### config.mk
export PLATFORM = sky130hd
export DESIGN_NAME = hsl_cfg
export DESIGN_NICKNAME = d
export VERILOG_FILES = /design/src/sv/heading_slew_with_lag_core_defines.svh /design/src/sv/hsl_pkg.sv /design/src/sv/hsl_cfg.sv
export SDC_FILE = /design/constraint.sdc
export NUM_CORES = 1
export LEC_CHECK = 0
export BUFFER_PORTS_ARGS = -buffer_cell sky130_fd_sc_hd__buf_2
export CORE_MARGIN = 2
export CORE_UTILIZATION = 43
export CTS_CLUSTER_SIZE = 28
export DETAILED_ROUTE_END_ITERATION = 8
export PLACE_DENSITY_LB_ADDON = 0.25
export SLEW_MARGIN = 20
export SYNTH_ARGS = -nofsm -noshare
export SYNTH_HDL_FRONTEND = slang
export SYNTH_SLANG_ARGS = --single-unit
### constraint.sdc
create_clock -name clk -period 1.3 [get_ports clk]
set_input_delay 0.13 -clock clk [delete_from_list [all_inputs] [get_ports clk]]
set_output_delay 0.13 -clock clk [all_outputs]
set_load 0.01 [all_outputs]
### src/sv/heading_slew_with_lag_core_defines.svh
// ----------------------------------------------------------------------------
// heading slew assertion macros
// concurrent checks sampled on clk and disabled while rst_n is low
// ----------------------------------------------------------------------------
`ifndef HEADING_SLEW_WITH_LAG_CORE_DEFINES_SVH
`define HEADING_SLEW_WITH_LAG_CORE_DEFINES_SVH

// same-cycle implication
`define HSL_ASSERT_NOW(label, ante, cons, msg) \
    label: assert property (@(posedge clk) disable iff (!rst_n) (ante) |-> (cons)) \
        else $error(msg);

// next-cycle implication
`define HSL_ASSERT_NEXT(label, ante, cons, msg) \
    label: assert property (@(posedge clk) disable iff (!rst_n) (ante) |=> (cons)) \
        else $error(msg);

`endif

### src/sv/hsl_pkg.sv
// ----------------------------------------------------------------------------
// hsl_pkg
// shared widths, register codes and word types of the heading slew core
// ----------------------------------------------------------------------------
`timescale 1ns / 1ps

package hsl_pkg;

    localparam int ANGLE_BITS    = 16;
    localparam int CFG_BITS      = 16;
    localparam int STEP_BITS     = 16;
    localparam int APB_ADDR_BITS = 3;
    localparam int APB_DATA_BITS = 32;

    localparam logic [ANGLE_BITS-1:0] ANGLE_HALF = {1'b1, {(ANGLE_BITS-1){1'b0}}};
    localparam logic [STEP_BITS-1:0]  STEP_MAX   = '1;

    // register index codes, taken from paddr above the byte offset
    localparam logic REG_TURN_RATE  = 1'b0;
    localparam logic REG_LAG_BOUNDS = 1'b1;

    localparam logic [CFG_BITS-1:0] TURN_RATE_RST  = 16'd1024;
    localparam logic [CFG_BITS-1:0] LAG_BOUNDS_RST = 16'd4096;

    typedef logic [ANGLE_BITS-1:0] angle_t;

    typedef struct packed {
        angle_t current_heading;
        angle_t target_heading;
    } hsl_in_t;

    typedef struct packed {
        angle_t new_heading;
        logic   reached;
    } hsl_out_t;

    typedef struct packed {
        logic [CFG_BITS-1:0] turn_rate;
        logic [CFG_BITS-1:0] lag;
    } hsl_cfg_t;

    // per-word data carried alongside the divider
    typedef struct packed {
        angle_t cur;
        angle_t tgt;
        angle_t distance;
        logic   dec;
    } hsl_side_t;

    // flow control from the step pipeline back to the divider
    typedef struct packed {
        logic adv;
        logic take;
    } hsl_flow_t;

endpackage

### src/sv/hsl_cfg.sv
// ----------------------------------------------------------------------------
// hsl_cfg
// apb register file holding turn rate and lag bounds
// ----------------------------------------------------------------------------
`timescale 1ns / 1ps

module hsl_cfg (
    input  logic                               clk,
    input  logic                               rst_n,
    input  logic                               psel,
    input  logic                               penable,
    input  logic                               pwrite,
    input  logic [hsl_pkg::APB_ADDR_BITS-1:0]  paddr,
    input  logic [hsl_pkg::APB_DATA_BITS-1:0]  pwdata,
    output logic [hsl_pkg::APB_DATA_BITS-1:0]  prdata,
    output hsl_pkg::hsl_cfg_t                  cfg
);
    import hsl_pkg::*;

    logic [CFG_BITS-1:0] turn_rate_reg;
    logic [CFG_BITS-1:0] turn_rate_next;
    logic [CFG_BITS-1:0] lag_bounds_reg;
    logic [CFG_BITS-1:0] lag_bounds_next;
    logic                wr_en;
    logic                reg_sel;

    assign wr_en   = psel & penable & pwrite;
    assign reg_sel = paddr[APB_ADDR_BITS-1];

    always_comb
    begin
        turn_rate_next  = turn_rate_reg;
        lag_bounds_next = lag_bounds_reg;
        if (wr_en)
        begin
            case (reg_sel)
                REG_TURN_RATE:  turn_rate_next  = pwdata[CFG_BITS-1:0];
                REG_LAG_BOUNDS: lag_bounds_next = pwdata[CFG_BITS-1:0];
                default: ;
            endcase
        end
    end

    always_ff @(posedge clk or negedge rst_n)
    begin
        if (!rst_n)
        begin
            turn_rate_reg  <= TURN_RATE_RST;
            lag_bounds_reg <= LAG_BOUNDS_RST;
        end
        else
        begin
            turn_rate_reg  <= turn_rate_next;
            lag_bounds_reg <= lag_bounds_next;
        end
    end

    always_comb
    begin
        case (reg_sel)
            REG_TURN_RATE:  prdata = {{(APB_DATA_BITS-CFG_BITS){1'b0}}, turn_rate_reg};
            REG_LAG_BOUNDS: prdata = {{(APB_DATA_BITS-CFG_BITS){1'b0}}, lag_bounds_reg};
            default:        prdata = '0;
        endcase
    end

    // zero lag bounds behaves as one
    assign cfg.turn_rate = turn_rate_reg;
    assign cfg.lag       = (lag_bounds_reg == '0) ? {{(CFG_BITS-1){1'b0}}, 1'b1}
                                                  : lag_bounds_reg;

endmodule

==> results.txt <==
critical path's largest stage delay - 420 ps
Netlist cell types - 14
flops & latches, synth - 32
Hold Crit Class - in -> reg
number of global-route vias before repair - 1112
Slew Viols, Final - 0
largest area contributor in the netlist - dfrtp_1
largest cells by area after synthesis - dfrtp_1, mux2_2, mux2_4
DIE AREA - 0.00442 mm²
Worst Path Arrival - 1320 ps
sequential share of the synthesized area - 47.8%
DRT Wirelength - 3510 µm
Peak VDD IR - 0.849 mV
layout cells sized above 1 - 75.6%
CP cell instances - nor4_2, a41o_1, buf_2
Crit Path Max Fanout - 4
CTS tree - built
failing checks - negative setup slack
Fill cells - 325
Tmin final - 1450 ps
Remaining Overflow, GRT - 0
Final setup viols - 6
pin count of the biggest net entering global routing - 20
Die H - 66.5 µm
mapped cell area - 0.00168 mm²
Pwr per Cell Area - 1550 mW/mm²
first-pass GRT wire length - 5580 µm
Fin. Hold Viols - 0
antenna fix cells - 0
Worst-path clk slew - 60 ps
Critical-path top delay cell - dfrtp_1
clk buf depth - 2
cells on worst reg2reg path - 3
routability cong. - 0.701
clk sinks - 32
outcome - finished with violations
Synth top area share - 44.7%
drt first-iter violations - 19
final setup margin - -153 ps
RSZ-0062 raised after global routing - yes
Syn Inst Count - 123
nets@finish - 232
CP Launch Type - register
kind of cell adding the most delay to the critical path - flip-flops
remaining antenna violation count after routing - 0
fmax - 0.688 GHz
via count - 1162
Hold Path Cell Cnt - 2
worst hold slack - 100 ps
Detailed Place HPWL - 2540 µm
CP Depth - 3
DRC Markers - 0
Initial Util - 45.2%
Total Routing Usage GR - 17.1%
Tcrit/Tclk final - 112%
initial antenna violation count - 0
H-tree depth - 2
setup_tns - -399 ps
Pleak - 1.15 nW
endpoint type of the worst setup path - primary output
root buffer cell - clkbuf_8
detailed-router iteration count before antenna repair - 2
Final Skew - 0 ps
CTS Buf Count - 5
kind of critical path - reg -> out
post-DR vias/cell - 4.82
io pins - 104
std cell rows - 22
CP bufs+invs - 1
synth warn - 0
syn_area_per_cell - 13.7 µm²
Synth-to-Final Area Change - 32.1%
Port Buffers - 69
Die W - 66.5 µm
worst path required time - 1170 ps
drt wl/cell - 14.6 µm
Max-Cap Viols - 0
worst skew pair latency - 270 ps
core area - 0.00372 mm²
-- power by group --
part | switching (mW) | total, mW | internal (mW) | leakage, nW
logic | 0.519 | 1.24 | 0.719 | 0.719
clock network | 0.336 | 0.757 | 0.421 | 0.0510
registers | 0.216 | 1.45 | 1.23 | 0.379
total | 1.07 | 3.44 | 2.37 | 1.15
-- path summary, 6_finish.rpt --
kind	slack [ps]	end	startpoint
setup / recovery	-150	cfg[0]	lag_bounds_reg[2]
hold / removal	100	turn_rate_reg[7]	pwdata[7]
setup reg to reg	250	lag_bounds_reg[6]	lag_bounds_reg[6]
hold reg to reg	530	turn_rate_reg[9]	turn_rate_reg[9]
max in group asynchronous	430	lag_bounds_reg[2]	rst_n
min in group asynchronous	330	turn_rate_reg[7]	rst_n
-- routing by layer --
layer	global-route usage, %	share of wire [%]	vias to the layer above	routed length [µm]
li1	-	-	528	-
met1	23.5	44	570	1530
met2	26.3	48	60	1700
met3	4.90	7.4	4	259
met4	4.59	0.77	0	27
met5	0	0	-	0
-- synthesized netlist by cell type --
cell type	n
clkbuf_1	15
a41o_1	1
buf_6	3
nand4_4	1
buf_2	1
buf_4	16
mux2_4	10
dfrtp_1	30
mux2_2	38
nor4_1	3
nor3_1	1
conb_1	1
nand4b_4	1
dfstp_2	2
-- area by class of cell --
type / count / area (µm²) / share of cell area, %
flip-flops and latches: 32 / 806 / 36.3
multi-input cells: 71 / 768 / 34.6
repair buffers: 82 / 492 / 22.2
clock buffers: 6 / 82.6 / 3.72
well taps: 48 / 60.1 / 2.71
clock inverters: 2 / 10.0 / 0.451
-- cells by family after synthesis --
logic type	after synthesis	share of synthesized area (%)
compound gates	1	0.596
buf+inv	35	12.8
mux	48	34.4
simple gates	6	4.10
other cells	1	0.223
flops	32	47.8
-- cell usage in the layout, fill, tap and decap left out, drive strengths merged --
cell type	n
nor4	3
dfstp	2
a41o	1
conb	16
dfrtp	30
nand4b	1
clkinv	2
buf	81
clkbuf	6
nor3	1
mux2	48
dlygate4sd3	1
nand4	1
-- metrics by stage --
| step | setup WS (ps) | cell area (µm²) | utilization, % | total power [mW] | cells |
|---|---|---|---|---|---|
| 2_1_floorplan | 237 | 1740 | - | 2.10 | 138 |
| 3_3_place_gp | -4.92 | 1970 | 53.0 | 2.46 | 226 |
| 3_5_place_dp | 1.12 | 1970 | 53.0 | 2.49 | 226 |
| 4_1_cts | -176 | 2160 | 58.2 | 3.39 | 240 |
| 5_1_grt | -223 | 2220 | 59.7 | 3.67 | 241 |
| 6_report | -153 | 2220 | 59.7 | 3.44 | 241 |
-- timing repair --
action,4_1_cts,5_1_grt
resized for setup,9,11
pin swaps,3,3
endpoints found under the hold margin,16,0
setup buffers,5,1
endpoints found under the setup margin,2,6
hold buffers,1,0
Note: power is estimated with default switching activity, not from simulation.
