`src/sv/heading_slew_with_lag_core_defines.svh`:
```
// ----------------------------------------------------------------------------
// heading slew assertion macros
// concurrent checks sampled on clk and disabled while rst_n is low
// ----------------------------------------------------------------------------
`ifndef HEADING_SLEW_WITH_LAG_CORE_DEFINES_SVH
`define HEADING_SLEW_WITH_LAG_CORE_DEFINES_SVH

// same-cycle implication
`define HSL_ASSERT_NOW(label, ante, cons, msg) \
    label: assert property (@(posedge clk) disable iff (!rst_n) (ante) |-> (cons)) \
        else $error(msg);

// next-cycle implication
`define HSL_ASSERT_NEXT(label, ante, cons, msg) \
    label: assert property (@(posedge clk) disable iff (!rst_n) (ante) |=> (cons)) \
        else $error(msg);

`endif

```
`src/sv/hsl_pkg.sv`:
```
// ----------------------------------------------------------------------------
// hsl_pkg
// shared widths, register codes and word types of the heading slew core
// ----------------------------------------------------------------------------
`timescale 1ns / 1ps

package hsl_pkg;

    localparam int ANGLE_BITS    = 16;
    localparam int CFG_BITS      = 16;
    localparam int STEP_BITS     = 16;
    localparam int APB_ADDR_BITS = 3;
    localparam int APB_DATA_BITS = 32;

    localparam logic [ANGLE_BITS-1:0] ANGLE_HALF = {1'b1, {(ANGLE_BITS-1){1'b0}}};
    localparam logic [STEP_BITS-1:0]  STEP_MAX   = '1;

    // register index codes, taken from paddr above the byte offset
    localparam logic REG_TURN_RATE  = 1'b0;
    localparam logic REG_LAG_BOUNDS = 1'b1;

    localparam logic [CFG_BITS-1:0] TURN_RATE_RST  = 16'd1024;
    localparam logic [CFG_BITS-1:0] LAG_BOUNDS_RST = 16'd4096;

    typedef logic [ANGLE_BITS-1:0] angle_t;

    typedef struct packed {
        angle_t current_heading;
        angle_t target_heading;
    } hsl_in_t;

    typedef struct packed {
        angle_t new_heading;
        logic   reached;
    } hsl_out_t;

    typedef struct packed {
        logic [CFG_BITS-1:0] turn_rate;
        logic [CFG_BITS-1:0] lag;
    } hsl_cfg_t;

    // per-word data carried alongside the divider
    typedef struct packed {
        angle_t cur;
        angle_t tgt;
        angle_t distance;
        logic   dec;
    } hsl_side_t;

    // flow control from the step pipeline back to the divider
    typedef struct packed {
        logic adv;
        logic take;
    } hsl_flow_t;

endpackage

```
`src/sv/hsl_div.sv`:
```
// ----------------------------------------------------------------------------
// hsl_div
// wrap and distance stage followed by a restoring divider, one quotient
// bit per pipeline stage, giving the lag ratio in fixed point
// ----------------------------------------------------------------------------
`timescale 1ns / 1ps
`include "heading_slew_with_lag_core_defines.svh"

module hsl_div #(
    parameter int FRAC_BITS = 16
) (
    input  logic                                         clk,
    input  logic                                         rst_n,
    input  hsl_pkg::hsl_cfg_t                            cfg,
    input  logic                                         in_valid,
    output logic                                         in_ready,
    input  hsl_pkg::hsl_in_t                             in_data,
    input  hsl_pkg::hsl_flow_t                           flow,
    output logic                                         q_valid,
    output logic [hsl_pkg::ANGLE_BITS+FRAC_BITS-1:0]     q_ratio,
    output hsl_pkg::hsl_side_t                           q_side
);
    import hsl_pkg::*;

    localparam int Q = ANGLE_BITS + FRAC_BITS;

    logic [Q:0]          v_reg;
    logic [Q:0]          v_next;
    logic [Q:0]          en;
    logic [Q:0]          take;

    logic [CFG_BITS-1:0] rem_reg  [Q+1];
    logic [CFG_BITS-1:0] rem_next [Q+1];
    logic [Q-1:0]        quo_reg  [Q+1];
    logic [Q-1:0]        quo_next [Q+1];
    hsl_side_t           side_reg  [Q+1];
    hsl_side_t           side_next [Q+1];

    angle_t              diff0;

    // a stage loads when empty or when the whole line moves
    assign en   = ~v_reg | {(Q+1){flow.adv}};
    assign take = {flow.take, en[Q:1]};

    // wrap stage: shorter distance and direction
    assign diff0 = in_data.current_heading - in_data.target_heading;

    assign side_next[0].cur      = in_data.current_heading;
    assign side_next[0].tgt      = in_data.target_heading;
    assign side_next[0].distance = (diff0 > ANGLE_HALF) ? (angle_t'(0) - diff0) : diff0;
    assign side_next[0].dec      = diff0 < ANGLE_HALF;
    assign rem_next[0]           = '0;
    assign quo_next[0]           = '0;
    assign v_next[0]             = en[0] ? in_valid : (v_reg[0] & ~take[0]);

    for (genvar s = 1; s <= Q; s++)
    begin : g_stage
        logic [CFG_BITS:0] trial;
        logic [CFG_BITS:0] diff;
        logic              nbit;
        logic              ge;

        // numerator is the distance followed by FRAC_BITS zeros
        if (s <= ANGLE_BITS)
        begin : g_bit
            assign nbit = side_reg[s-1].distance[ANGLE_BITS-s];
        end
        else
        begin : g_zero
            assign nbit = 1'b0;
        end

        assign trial        = {rem_reg[s-1], nbit};
        assign diff         = trial - {1'b0, cfg.lag};
        assign ge           = trial >= {1'b0, cfg.lag};
        assign rem_next[s]  = ge ? diff[CFG_BITS-1:0] : trial[CFG_BITS-1:0];
        assign quo_next[s]  = {quo_reg[s-1][Q-2:0], ge};
        assign side_next[s] = side_reg[s-1];
        assign v_next[s]    = en[s] ? v_reg[s-1] : (v_reg[s] & ~take[s]);
    end

    always_ff @(posedge clk or negedge rst_n)
    begin
        if (!rst_n)
        begin
            v_reg <= '0;
        end
        else
        begin
            v_reg <= v_next;
        end
    end

    always_ff @(posedge clk)
    begin
        for (int s = 0; s <= Q; s++)
        begin
            if (en[s])
            begin
                rem_reg[s]  <= rem_next[s];
                quo_reg[s]  <= quo_next[s];
                side_reg[s] <= side_next[s];
            end
        end
    end

    assign in_ready = en[0];
    assign q_valid  = v_reg[Q];
    assign q_ratio  = quo_reg[Q];
    assign q_side   = side_reg[Q];

    `HSL_ASSERT_NOW(div_rem_below_lag, v_reg[Q], rem_reg[Q] < cfg.lag,
        "divider remainder not below lag bounds")
    `HSL_ASSERT_NEXT(div_last_holds, v_reg[Q] && !flow.take,
        v_reg[Q] && $stable(quo_reg[Q]) && $stable(side_reg[Q]),
        "divider output word changed while held")

endmodule

```
`config.mk`:
```
export PLATFORM = sky130hd
export DESIGN_NAME = hsl_div
export DESIGN_NICKNAME = d
export VERILOG_FILES = /design/src/sv/hsl_pkg.sv /design/src/sv/hsl_div.sv
export VERILOG_INCLUDE_DIRS = /design/src /design/src/sv
export SDC_FILE = /design/constraint.sdc
export NUM_CORES = 2
export LEC_CHECK = 0
export BUFFER_PORTS_ARGS = -buffer_cell sky130_fd_sc_hd__clkbuf_2
export CAP_MARGIN = 20
export CORE_MARGIN = 4
export CORE_UTILIZATION = 50
export CTS_BUF_LIST = sky130_fd_sc_hd__clkbuf_2
export CTS_CLUSTER_DIAMETER = 150
export DETAILED_ROUTE_END_ITERATION = 7
export PLACE_DENSITY = 0.66
export SYNTH_ARGS = -nofsm -noshare
export SYNTH_HDL_FRONTEND = slang
export SYNTH_SLANG_ARGS = --single-unit
```
`constraint.sdc`:
```
create_clock -name clk -period 4.2 [get_ports clk]
set_input_delay 0.42 -clock clk [delete_from_list [all_inputs] [get_ports clk]]
set_output_delay 0.42 -clock clk [all_outputs]
set_load 0.05 [all_outputs]
```
==> results.cfg <==
[drt]
first_pass_iters = 5
wirelength_um = 191000
drc = 0
detail_route.iter0.violations = 3273
vias_per_cell = 5.20
wire_per_inst_um = 17.1
via_count = 58000
antenna_left = 0

[floorplanning]
std_cell_rows = 170
die_y_um = 474
ioPinCount = 152
dieArea_sq_mm = 0.225
core-area_sq_mm = 0.215
start_util_pct = 50.5
chipWidth_um = 474

[worst_hold_path]
hp-start = quo_reg[0][261]$_DFFE_PP_
hold_path_end = quo_reg[0][294]$_DFFE_PP_
min_path_cells = 0
hp-class = register to register

[logic_synthesis]
syn-cell-area_sq_mm = 0.109
ys_warn_count = 0
synthArstFlopShare_pct = 1.23
syn_inst = 6806
synth.area.top_cells = edfxtp_1 (73%), ha_1 (5.9%), a21oi_1 (1.7%)
synth_cell_types = 75
syn_avg_cell_area_sq_um = 16.0
ys_ff_latch = 2674
synth_seq_area_share_pct = 73.8
synth_top_flop_cell = edfxtp_1
synth_top_area_share_pct = 73.0
yosysTopAreaCell = edfxtp_1
syn-num-nets = 7420
synth_edf_count = 2641

[critical_path]
reg2reg_depth = 11
path_cells = ha_1 > and4_1 > o21ai_0 > dlygate4sd3_1 > o211ai_1 > dlygate4sd3_1 > a31oi_2 > dlygate4sd3_1 > buf_4 > inv_2 > mux2_2
r2r_end = rem_reg[0][348]$_DFFE_PP_
path_class = register to register
worstPathMaxFanout = 9
slowest_delay_ns = 0.62
r2r_setup_slack_ns = 0.16
crit_top_cell = dlygate4sd3_1
r2r_start = rem_reg[0][331]$_DFFE_PP_
slowest_stage = dlygate4sd3_1
cp_num_buf_inv = 5
worst_ep_required_time_ns = 5.63
path_delay_family = buffers and inverters
arrival_ns = 5.48
cp-end-kind = register
cp-start-kind = register

[job]
drv_cap = 0

[run_status]
status = finished, final reports clean

[timing]
rsz0062_at_grt = no
finalMaxSlewViolations = 0
hold_violations = 0
skew_ns = 0.136
finalSetupViolCount = 0
slew_headroom_pct = 28.3
whs_ns = 0.316
tightest_slew_ns = 1.08
period_needed_ns = 4.04
fmax_mhz = 247
finalCritPeriodShare_pct = 96.3
tns_ns = 0

[power_and_ir_drop]
powerDensity_mw_per_mm2 = 821
finalPower_mw = 100
p_leak_nw = 47.6
peakVddDrop_uv = 343

[placed_design]
hpwlAfterDp_um = 126000
portBuffers = 135
routabilityCongestion = 0.864

[cts]
cts_buffer_depth = 4
cts_tree = built
insertion_delay_ns = 1.75
clk_pin_slew_ns = 0.11
cts_sinks = 2674
h-tree-depth = 6
cts_buffers = 645
root_buffer = clkbuf_2
post_cts_buffers = 0

[final_layout]
drive_above_1_share_pct = 19.0
multi_input_area_sq_mm = 0.0276
nets = 8490
syn_to_final_growth_pct = 12.3
largest_register_ffs = 1617
seqCellArea_sq_mm = 0.0801
nFillCells = 17000

[global_routing]
grt.overflow.total = 0
grt_start_max_net_pins = 90
grt_pass1_wl_um = 307000
antenna_found_initial = 5
grt_pass1_vias = 59200
grt_use_total_pct = 17.1
[metrics by stage]
stage          setup slack [ns]  instance area (sq um)  std cells  util [%]
2_1_floorplan             0.483                 109000       6806         -
3_3_place_gp              0.227                 115000       9915      53.4
3_5_place_dp              0.215                 115000       9915      53.4
4_1_cts                  0.0826                 122000      11200      56.7
5_1_grt                  0.0210                 122000      11200      56.7
6_report                  0.156                 122000      11200      56.7
[placed cells by master, fill, tap and decap left out, types with 73 or more instances in the layout]
cell type      instances
clkinv_1             110
nor2_1               376
nand4_1               73
nand3_1               73
nor3_1               132
dlygate4sd3_1        150
nand2_1              377
a21oi_1              371
mux2_2               160
edfxtp_1            2641
xor2_1               141
ha_1                 513
inv_1                196
a21o_1               178
or3_1                 79
o21ai_0              352
buf_4                198
clkbuf_2            1066
xnor2_1              207
[per-layer routing]
layer | routed length [um] | part of all wire [%] | GRT usage (%)
met2 | 89800 | 47 | 27.6
met4 | 5950 | 3.1 | 6.90
met3 | 9170 | 4.8 | 3.55
met1 | 86500 | 45 | 22.7
met5 | 0 | 0 | 0
[where the power goes]
part,switching (mW),leakage [nW],internal [mW]
logic,18.5,15.9,12.8
clock network,9.30,4.31,6.56
registers,4.57,27.4,48.6
[cell type report]
cell class	count	area share (%)
Inverter	207	0.640
Tap cell	2838	2.91
Timing Repair Buffer	517	3.57
Clock inverter	150	0.739
Clock buffer	933	3.83
Antenna cell	15	0.0308
Multi-Input combinational cell	3831	22.6
Sequential cell	2674	65.7
[logic make-up (layout without fill, tap and decap cells)]
| group | Yosys count | count (layout) | share of synthesized area, % |
|---|---|---|---|
| fa+ha+maj | 545 | 545 | 6.49 |
| other cells | 0 | 15 | 0 |
| buf+inv | 301 | 1807 | 1.05 |
| mux | 181 | 181 | 1.85 |
| xor+xnor | 348 | 348 | 2.81 |
| flops | 2674 | 2674 | 73.8 |
| simple gates | 1457 | 1457 | 6.58 |
| compound gates | 1300 | 1300 | 7.44 |
[worst max path at each step]
stage                                   start                        end  cells after the start
floorplan                         in_data[16]   side_reg[0][2]$_DFFE_PP_                     13
global placement                  in_data[16]   side_reg[0][2]$_DFFE_PP_                     13
detailed placement                in_data[16]   side_reg[0][6]$_DFFE_PP_                     14
CTS                 rem_reg[0][328]$_DFFE_PP_  rem_reg[0][348]$_DFFE_PP_                     11
global route        rem_reg[0][331]$_DFFE_PP_  rem_reg[0][348]$_DFFE_PP_                     11
finish              rem_reg[0][331]$_DFFE_PP_  rem_reg[0][348]$_DFFE_PP_                     11
[cell usage after synthesis (6+ instances only)]
cell and n:
mux2_2 160, or2_2 10, o21ai_0 352, and3_1 32
nand3_1 73, a21o_1 178, a21boi_0 16, nand2_1 377
clkbuf_1 78, xnor2_1 207, nor3_1 132, o221a_2 11
nand4_1 73, dfrtp_1 33, buf_1 11, a211oi_1 42
o211ai_1 34, a21oi_1 371, nor4_1 18, nor2b_1 72
a221oi_1 20, o41ai_1 22, inv_1 203, o311ai_0 6
o21a_1 55, and4_1 26, fa_1 31, nand3b_1 14
o31ai_1 33, nor2_1 376, o21bai_1 41, o2111ai_1 6
nor4bb_1 10, a31oi_1 63, or3_1 79, nor3b_1 22
edfxtp_1 2641, mux2i_1 20, a311oi_1 9, ha_1 514
nand2b_1 104, o211a_1 6, and2_1 27, xor2_1 141
[timing repair]
item,CTS,global route
setup endpoints to repair,0,13
hold buffers,152,0
hold endpoints to repair,1987,0
resized for setup,0,4
(Power assumes the default switching activity.)
