## src/sv/heading_slew_with_lag_core_defines.svh

```systemverilog
// ----------------------------------------------------------------------------
// heading slew assertion macros
// concurrent checks sampled on clk and disabled while rst_n is low
// ----------------------------------------------------------------------------
`ifndef HEADING_SLEW_WITH_LAG_CORE_DEFINES_SVH
`define HEADING_SLEW_WITH_LAG_CORE_DEFINES_SVH

// same-cycle implication
`define HSL_ASSERT_NOW(label, ante, cons, msg) \
    label: assert property (@(posedge clk) disable iff (!rst_n) (ante) |-> (cons)) \
        else $error(msg);

// next-cycle implication
`define HSL_ASSERT_NEXT(label, ante, cons, msg) \
    label: assert property (@(posedge clk) disable iff (!rst_n) (ante) |=> (cons)) \
        else $error(msg);

`endif

```

## src/sv/hsl_pkg.sv

```systemverilog
// ----------------------------------------------------------------------------
// hsl_pkg
// shared widths, register codes and word types of the heading slew core
// ----------------------------------------------------------------------------
`timescale 1ns / 1ps

package hsl_pkg;

    localparam int ANGLE_BITS    = 16;
    localparam int CFG_BITS      = 16;
    localparam int STEP_BITS     = 16;
    localparam int APB_ADDR_BITS = 3;
    localparam int APB_DATA_BITS = 32;

    localparam logic [ANGLE_BITS-1:0] ANGLE_HALF = {1'b1, {(ANGLE_BITS-1){1'b0}}};
    localparam logic [STEP_BITS-1:0]  STEP_MAX   = '1;

    // register index codes, taken from paddr above the byte offset
    localparam logic REG_TURN_RATE  = 1'b0;
    localparam logic REG_LAG_BOUNDS = 1'b1;

    localparam logic [CFG_BITS-1:0] TURN_RATE_RST  = 16'd1024;
    localparam logic [CFG_BITS-1:0] LAG_BOUNDS_RST = 16'd4096;

    typedef logic [ANGLE_BITS-1:0] angle_t;

    typedef struct packed {
        angle_t current_heading;
        angle_t target_heading;
    } hsl_in_t;

    typedef struct packed {
        angle_t new_heading;
        logic   reached;
    } hsl_out_t;

    typedef struct packed {
        logic [CFG_BITS-1:0] turn_rate;
        logic [CFG_BITS-1:0] lag;
    } hsl_cfg_t;

    // per-word data carried alongside the divider
    typedef struct packed {
        angle_t cur;
        angle_t tgt;
        angle_t distance;
        logic   dec;
    } hsl_side_t;

    // flow control from the step pipeline back to the divider
    typedef struct packed {
        logic adv;
        logic take;
    } hsl_flow_t;

endpackage

```

## src/sv/hsl_step.sv

```systemverilog
// ----------------------------------------------------------------------------
// hsl_step
// step size from the lag ratio (shared multiplier, split square product,
// sum and saturate) and the output register with snap to target
// ----------------------------------------------------------------------------
`timescale 1ns / 1ps
`include "heading_slew_with_lag_core_defines.svh"

module hsl_step #(
    parameter int FRAC_BITS = 16
) (
    input  logic                                       clk,
    input  logic                                       rst_n,
    input  hsl_pkg::hsl_cfg_t                          cfg,
    input  logic                                       q_valid,
    input  logic [hsl_pkg::ANGLE_BITS+FRAC_BITS-1:0]   q_ratio,
    input  hsl_pkg::hsl_side_t                         q_side,
    output hsl_pkg::hsl_flow_t                         flow,
    output logic                                       out_valid,
    input  logic                                       out_ready,
    output hsl_pkg::hsl_out_t                          out_data
);
    import hsl_pkg::*;

    localparam int Q        = ANGLE_BITS + FRAC_BITS;
    localparam int FX_W     = FRAC_BITS + 1;
    localparam int OPW      = FRAC_BITS + 8;
    localparam int PW       = CFG_BITS + OPW;
    localparam int T1W      = FRAC_BITS + STEP_BITS;
    localparam int H        = OPW / 2;
    localparam int HW       = OPW - H;
    localparam int PLW      = T1W + H;
    localparam int PHW      = T1W + HW;
    localparam int SW       = T1W + OPW;
    localparam int NS       = 4;
    localparam int TENTH_I  = ((1 << FRAC_BITS) + 5) / 10;

    localparam logic [FX_W-1:0] FX_ONE   = {1'b1, {FRAC_BITS{1'b0}}};
    localparam logic [FX_W-1:0] FX_TENTH = FX_W'(TENTH_I);

    logic [NS-1:0]          v_reg;
    logic [NS-1:0]          v_next;
    logic [NS-1:0]          en;
    logic [NS-1:0]          take;
    logic                   adv;

    // stage 0: shared multiplier
    logic                   inner;
    logic [FX_W-1:0]        qsum;
    logic [FX_W-1:0]        qin;
    logic [OPW-1:0]         mop;
    logic [PW-1:0]          prod_next;
    logic [PW-1:0]          s0_prod_reg;
    logic                   s0_inner_reg;
    logic                   s0_big_reg;
    logic [OPW-1:0]         s0_rs_reg;
    hsl_side_t              s0_side_reg;

    // stage 1: split square product
    logic [T1W-1:0]         t1;
    logic [PLW-1:0]         pl_next;
    logic [PHW-1:0]         ph_next;
    logic                   sat1_next;
    logic [PLW-1:0]         s1_pl_reg;
    logic [PHW-1:0]         s1_ph_reg;
    logic                   s1_inner_reg;
    logic                   s1_sat_reg;
    logic [STEP_BITS-1:0]   s1_step_reg;
    hsl_side_t              s1_side_reg;

    // stage 2: sum and saturate
    logic [SW-1:0]          sum;
    logic                   sat2;
    logic [STEP_BITS-1:0]   step_next;
    logic [STEP_BITS-1:0]   s2_step_reg;
    logic                   s2_inner_reg;
    hsl_side_t              s2_side_reg;

    // stage 3: output register
    hsl_out_t               out_next;
    hsl_out_t               out_reg;

    assign adv  = ~v_reg[NS-1] | out_ready;
    assign en   = ~v_reg | {NS{adv}};
    assign take = {out_ready, en[NS-1:1]};

    assign v_next[0] = en[0] ? q_valid : (v_reg[0] & ~take[0]);
    for (genvar i = 1; i < NS; i++)
    begin : g_valid
        assign v_next[i] = en[i] ? v_reg[i-1] : (v_reg[i] & ~take[i]);
    end

    // inside the bounds the ratio is below one, so its fraction bits hold it
    assign inner     = q_side.distance < cfg.lag;
    assign qsum      = FX_W'(q_ratio[FRAC_BITS-1:0]) + FX_TENTH;
    assign qin       = (qsum > FX_ONE) ? FX_ONE : qsum;
    assign mop       = inner ? OPW'(qin) : q_ratio[OPW-1:0];
    assign prod_next = PW'(cfg.turn_rate) * PW'(mop);

    // outside: step = turn_rate * r * r >> 2F, computed as (turn_rate * r) * r
    assign t1        = s0_prod_reg[T1W-1:0];
    assign pl_next   = PLW'(t1) * PLW'(s0_rs_reg[H-1:0]);
    assign ph_next   = PHW'(t1) * PHW'(s0_rs_reg[OPW-1:H]);
    assign sat1_next = (s0_big_reg && (cfg.turn_rate != '0)) || (|s0_prod_reg[PW-1:T1W]);

    assign sum       = SW'(s1_pl_reg) + (SW'(s1_ph_reg) << H);
    assign sat2      = s1_sat_reg || (|sum[SW-1:2*FRAC_BITS+STEP_BITS]);
    assign step_next = s1_inner_reg ? s1_step_reg
                     : (sat2 ? STEP_MAX : sum[2*FRAC_BITS+STEP_BITS-1:2*FRAC_BITS]);

    always_comb
    begin
        out_next.reached = s2_step_reg >= s2_side_reg.distance;
        if (out_next.reached)
        begin
            out_next.new_heading = s2_side_reg.tgt;
        end
        else if (s2_side_reg.dec)
        begin
            out_next.new_heading = s2_side_reg.cur - s2_step_reg;
        end
        else
        begin
            out_next.new_heading = s2_side_reg.cur + s2_step_reg;
        end
    end

    always_ff @(posedge clk or negedge rst_n)
    begin
        if (!rst_n)
        begin
            v_reg <= '0;
        end
        else
        begin
            v_reg <= v_next;
        end
    end

    always_ff @(posedge clk)
    begin
        if (en[0])
        begin
            s0_prod_reg  <= prod_next;
            s0_inner_reg <= inner;
            s0_big_reg   <= |q_ratio[Q-1:OPW];
            s0_rs_reg    <= q_ratio[OPW-1:0];
            s0_side_reg  <= q_side;
        end
        if (en[1])
        begin
            s1_pl_reg    <= pl_next;
            s1_ph_reg    <= ph_next;
            s1_inner_reg <= s0_inner_reg;
            s1_sat_reg   <= sat1_next;
            s1_step_reg  <= s0_prod_reg[FRAC_BITS+STEP_BITS-1:FRAC_BITS];
            s1_side_reg  <= s0_side_reg;
        end
        if (en[2])
        begin
            s2_step_reg  <= step_next;
            s2_inner_reg <= s1_inner_reg;
            s2_side_reg  <= s1_side_reg;
        end
        if (en[3])
        begin
            out_reg      <= out_next;
        end
    end

    assign flow.adv  = adv;
    assign flow.take = en[0];
    assign out_valid = v_reg[NS-1];
    assign out_data  = out_reg;

    `HSL_ASSERT_NOW(step_inner_bounded, v_reg[2] && s2_inner_reg,
        s2_step_reg <= cfg.turn_rate, "inner step above turn rate")
    `HSL_ASSERT_NOW(step_inner_no_sat, v_reg[1] && s1_inner_reg,
        !s1_sat_reg, "saturation flagged inside lag bounds")
    `HSL_ASSERT_NOW(step_room_when_empty, !v_reg[NS-1],
        flow.adv && flow.take, "pipeline stalled with empty output register")

endmodule
```

## config.mk

```make
export PLATFORM = sky130hd
export DESIGN_NAME = hsl_step
export DESIGN_NICKNAME = d
export VERILOG_FILES = /design/src/sv/hsl_pkg.sv /design/src/sv/hsl_step.sv
export VERILOG_INCLUDE_DIRS = /design/src /design/src/sv
export SDC_FILE = /design/constraint.sdc
export NUM_CORES = 2
export LEC_CHECK = 0
export ABC_AREA = 1
export BUFFER_PORTS_ARGS = -buffer_cell sky130_fd_sc_hd__buf_2
export CELL_PAD_IN_SITES_DETAIL_PLACEMENT = 0
export CELL_PAD_IN_SITES_GLOBAL_PLACEMENT = 1
export CORE_MARGIN = 2
export CORE_UTILIZATION = 54
export DETAILED_ROUTE_END_ITERATION = 16
export HOLD_SLACK_MARGIN = 0.06
export PLACE_DENSITY = 0.95
export SLEW_MARGIN = 15
export SYNTH_ARGS = -nofsm -noshare
export SYNTH_HDL_FRONTEND = slang
export SYNTH_SLANG_ARGS = --single-unit
export TNS_END_PERCENT = 1
```

## constraint.sdc

```tcl
create_clock -name clk -period 13.7 [get_ports clk]
set_input_delay 2.74 -clock clk [delete_from_list [all_inputs] [get_ports clk]]
set_output_delay 2.74 -clock clk [all_outputs]
set_load 0.05 [all_outputs]
```

==> impl_metrics.toml <==
[hold_path]
hold_class = "reg2reg"
hold_depth = 0
min_to = "s1_side_reg[17]$_DFFE_PP_"
min-delay-start = "s0_side_reg[17]$_DFFE_PP_"

[clocking]
cts_hold_buf = 0
clk_pin_slew_ns = 0.06
postCtsSetupBuffers = 0
clockBufferDepth = 3
clock-sinks = 344
htree_levels = 2
cts_tree = "done"
cts_buffers = 39
cts_resized = 0
clkLatencyLatePin_ns = 0.60
cts_root_buffer = "clkbuf_16"

[timing]
fin_crit_sh = 0.734
max_freq_mhz = 99.4
fin_setup_tns_ns = 0
final-setup-viol-count = 0
rsz0062_at_grt = "no"
whs_ns = 0.415
timing.final.max_slew_violations = 0
finClkSkew_ns = 0.0425
layout_min_cycle_time_ns = 10.06
setup_slack_ns = 3.64
worst_slew_pin_slew_ns = 1.06
slew_headroom = 0.294
hold_viol_final = 0

[synth]
synth_most_common_cell = "nand2_1"
ys_ff_latch = 344
yosysWarnings = 0
synth_top_area_cell = "fa_1"
syn_area_per_cell_sq_um = 8.50
synth_edf_count = 340
synthTopCellsByCount = "nand2_1 (1581), inv_1 (1481), fa_1 (906), ha_1 (351), nor2_1 (351)"
yosys-top-cells-area = "fa_1 (35%), edfxtp_1 (19%), nand2_1 (11%), inv_1 (11%), ha_1 (8.4%)"
synthDominantCellAreaShare = 0.346
syn_inst = 6173
ys_seq_area_frac = 0.196
syn_area_sq_mm = 0.0525
async_reset_ff_frac = 0.0116
synth_cell_type_count = 55
syn_nets = 7547
ys.flop_type = "edfxtp_1"

[grt]
grt_pass1_vias = 42900
antenna_found_initial = 1
overflow = 0
grt_pass1_wl_um = 235000
grt_max_degree = 89
grt_use_total = 0.303

[die]
io_pins = 137
row_count = 114
die_w_um = 316
coreArea_sq_mm = 0.0966
dieArea_sq_mm = 0.0997
initial_core_util = 0.544
die_h_um = 316

[final_layout]
stdcell_count = 7519
drive_gt1_frac = 0.0569
fin_nets = 7587
area_delta_synth_final_pct = 6.08
diodes = 0

[placement]
gp_congestion = 0.979
hpwlAfterDp_um = 118000
placed_cells = 7448
dp_slack_ns = 3.05
port_buffers = 136

[status]
status = "finished clean"

[drt]
wirelength_um = 148000
antenna_left = 0
first_iter_violations = 3397
vias = 40800
drtPass1Iterations = 6
via_per_inst = 5.43
wl_per_cell_um = 19.6
drc = 0

[worst_setup_path]
criticalPathCategory = "in2reg"
critPathMaxFanout = 21
r2r_cells = 20
timing.rr.end = "s1_pl_reg[25]$_DFFE_PP_"
worstPathRequired_ns = 14.04
crit_arrival_ns = 10.40
cpMostUsedCell = "nand2_1"
critical_path.slowest_cell = "o21ai_0"
cp_slowest_stage_delay_ns = 0.71
cp-start-kind = "primary input"
ff2ff_setup_slack_ns = 7.55
r2r_start = "s0_prod_reg[5]$_DFFE_PP_"
critPathCaptureType = "register"

[run]
maxCapViolations = 0
-- cell families after synthesis --
group	Yosys count	share of synthesized area
AND/OR/NAND/NOR	2199	0.170
buffers and inverters	1692	0.123
adder cells (fa/ha/maj)	1257	0.429
AO/OA/AOI/OAI	529	0.0564
flip-flops	344	0.196
XOR/XNOR	151	0.0253
multiplexers	1	0.000215
-- worst max-delay path by stage --
stage                          start  cells after the start                         to  slack, ns
final                         cfg[1]                     36  s0_prod_reg[32]$_DFFE_PP_       3.64
after global routing          cfg[1]                     36  s0_prod_reg[32]$_DFFE_PP_       3.22
after CTS                     cfg[1]                     36  s0_prod_reg[32]$_DFFE_PP_       3.67
after detailed placement      cfg[1]                     36  s0_prod_reg[32]$_DFFE_PP_       3.05
after global placement        cfg[1]                     36  s0_prod_reg[33]$_DFFE_PP_       3.27
after floorplan           q_ratio[1]                     36  s0_prod_reg[31]$_DFFE_PP_       4.53
-- per-layer routing --
metal | part of all wire | global-route usage | up-vias
li1 | - | - | 18600
met1 | 0.41 | 0.409 | 20200
met2 | 0.47 | 0.504 | 1714
met4 | 0.040 | 0.103 | 0
met5 | 0 | 0 | -
met3 | 0.077 | 0.0453 | 330
-- stage by stage --
step,instance area (sq um),utilization
2_1_floorplan,52500,-
3_3_place_gp,54400,0.563
3_5_place_dp,54400,0.563
4_1_cts,55700,0.577
5_1_grt,55700,0.577
6_report,55700,0.577
-- critical path, delay by kind of cell --
kind                       cells  cell delay [ns]
adders and majority gates      8             3.56
buffers and inverters          8             1.35
AOI/OAI and AO/OA              7             1.60
and+or+nand+nor               13             1.11
-- layout make-up --
type / count / area, sq um
clock buffer: 44 / 995
multi-input combinational: 4137 / 35700
tap: 1276 / 1600
sequential: 344 / 10300
fill: 8600 / 40900
inverter: 1492 / 5610
clock inverter: 27 / 272
timing repair buffer: 199 / 1150
-- placed cells by master (no fill, tap or decap), types with 31 or more instances in the layout --
cell type  Yosys  layout
or2_2         31      31
clkbuf_16      0      39
xnor2_1       51      51
nor2_1       351     351
a31oi_1       42      42
a21oi_1      266     266
nand2_1     1581    1580
inv_1       1481    1479
nand3_1      114     114
buf_4          6      63
xor2_1        99      99
ha_1         351     351
o21ai_0      128     127
fa_1         906     906
edfxtp_1     340     340
buf_2          6     136
Power is not shown: default switching activity piles up to over one toggle a cycle in this logic, so the estimate is an artifact.
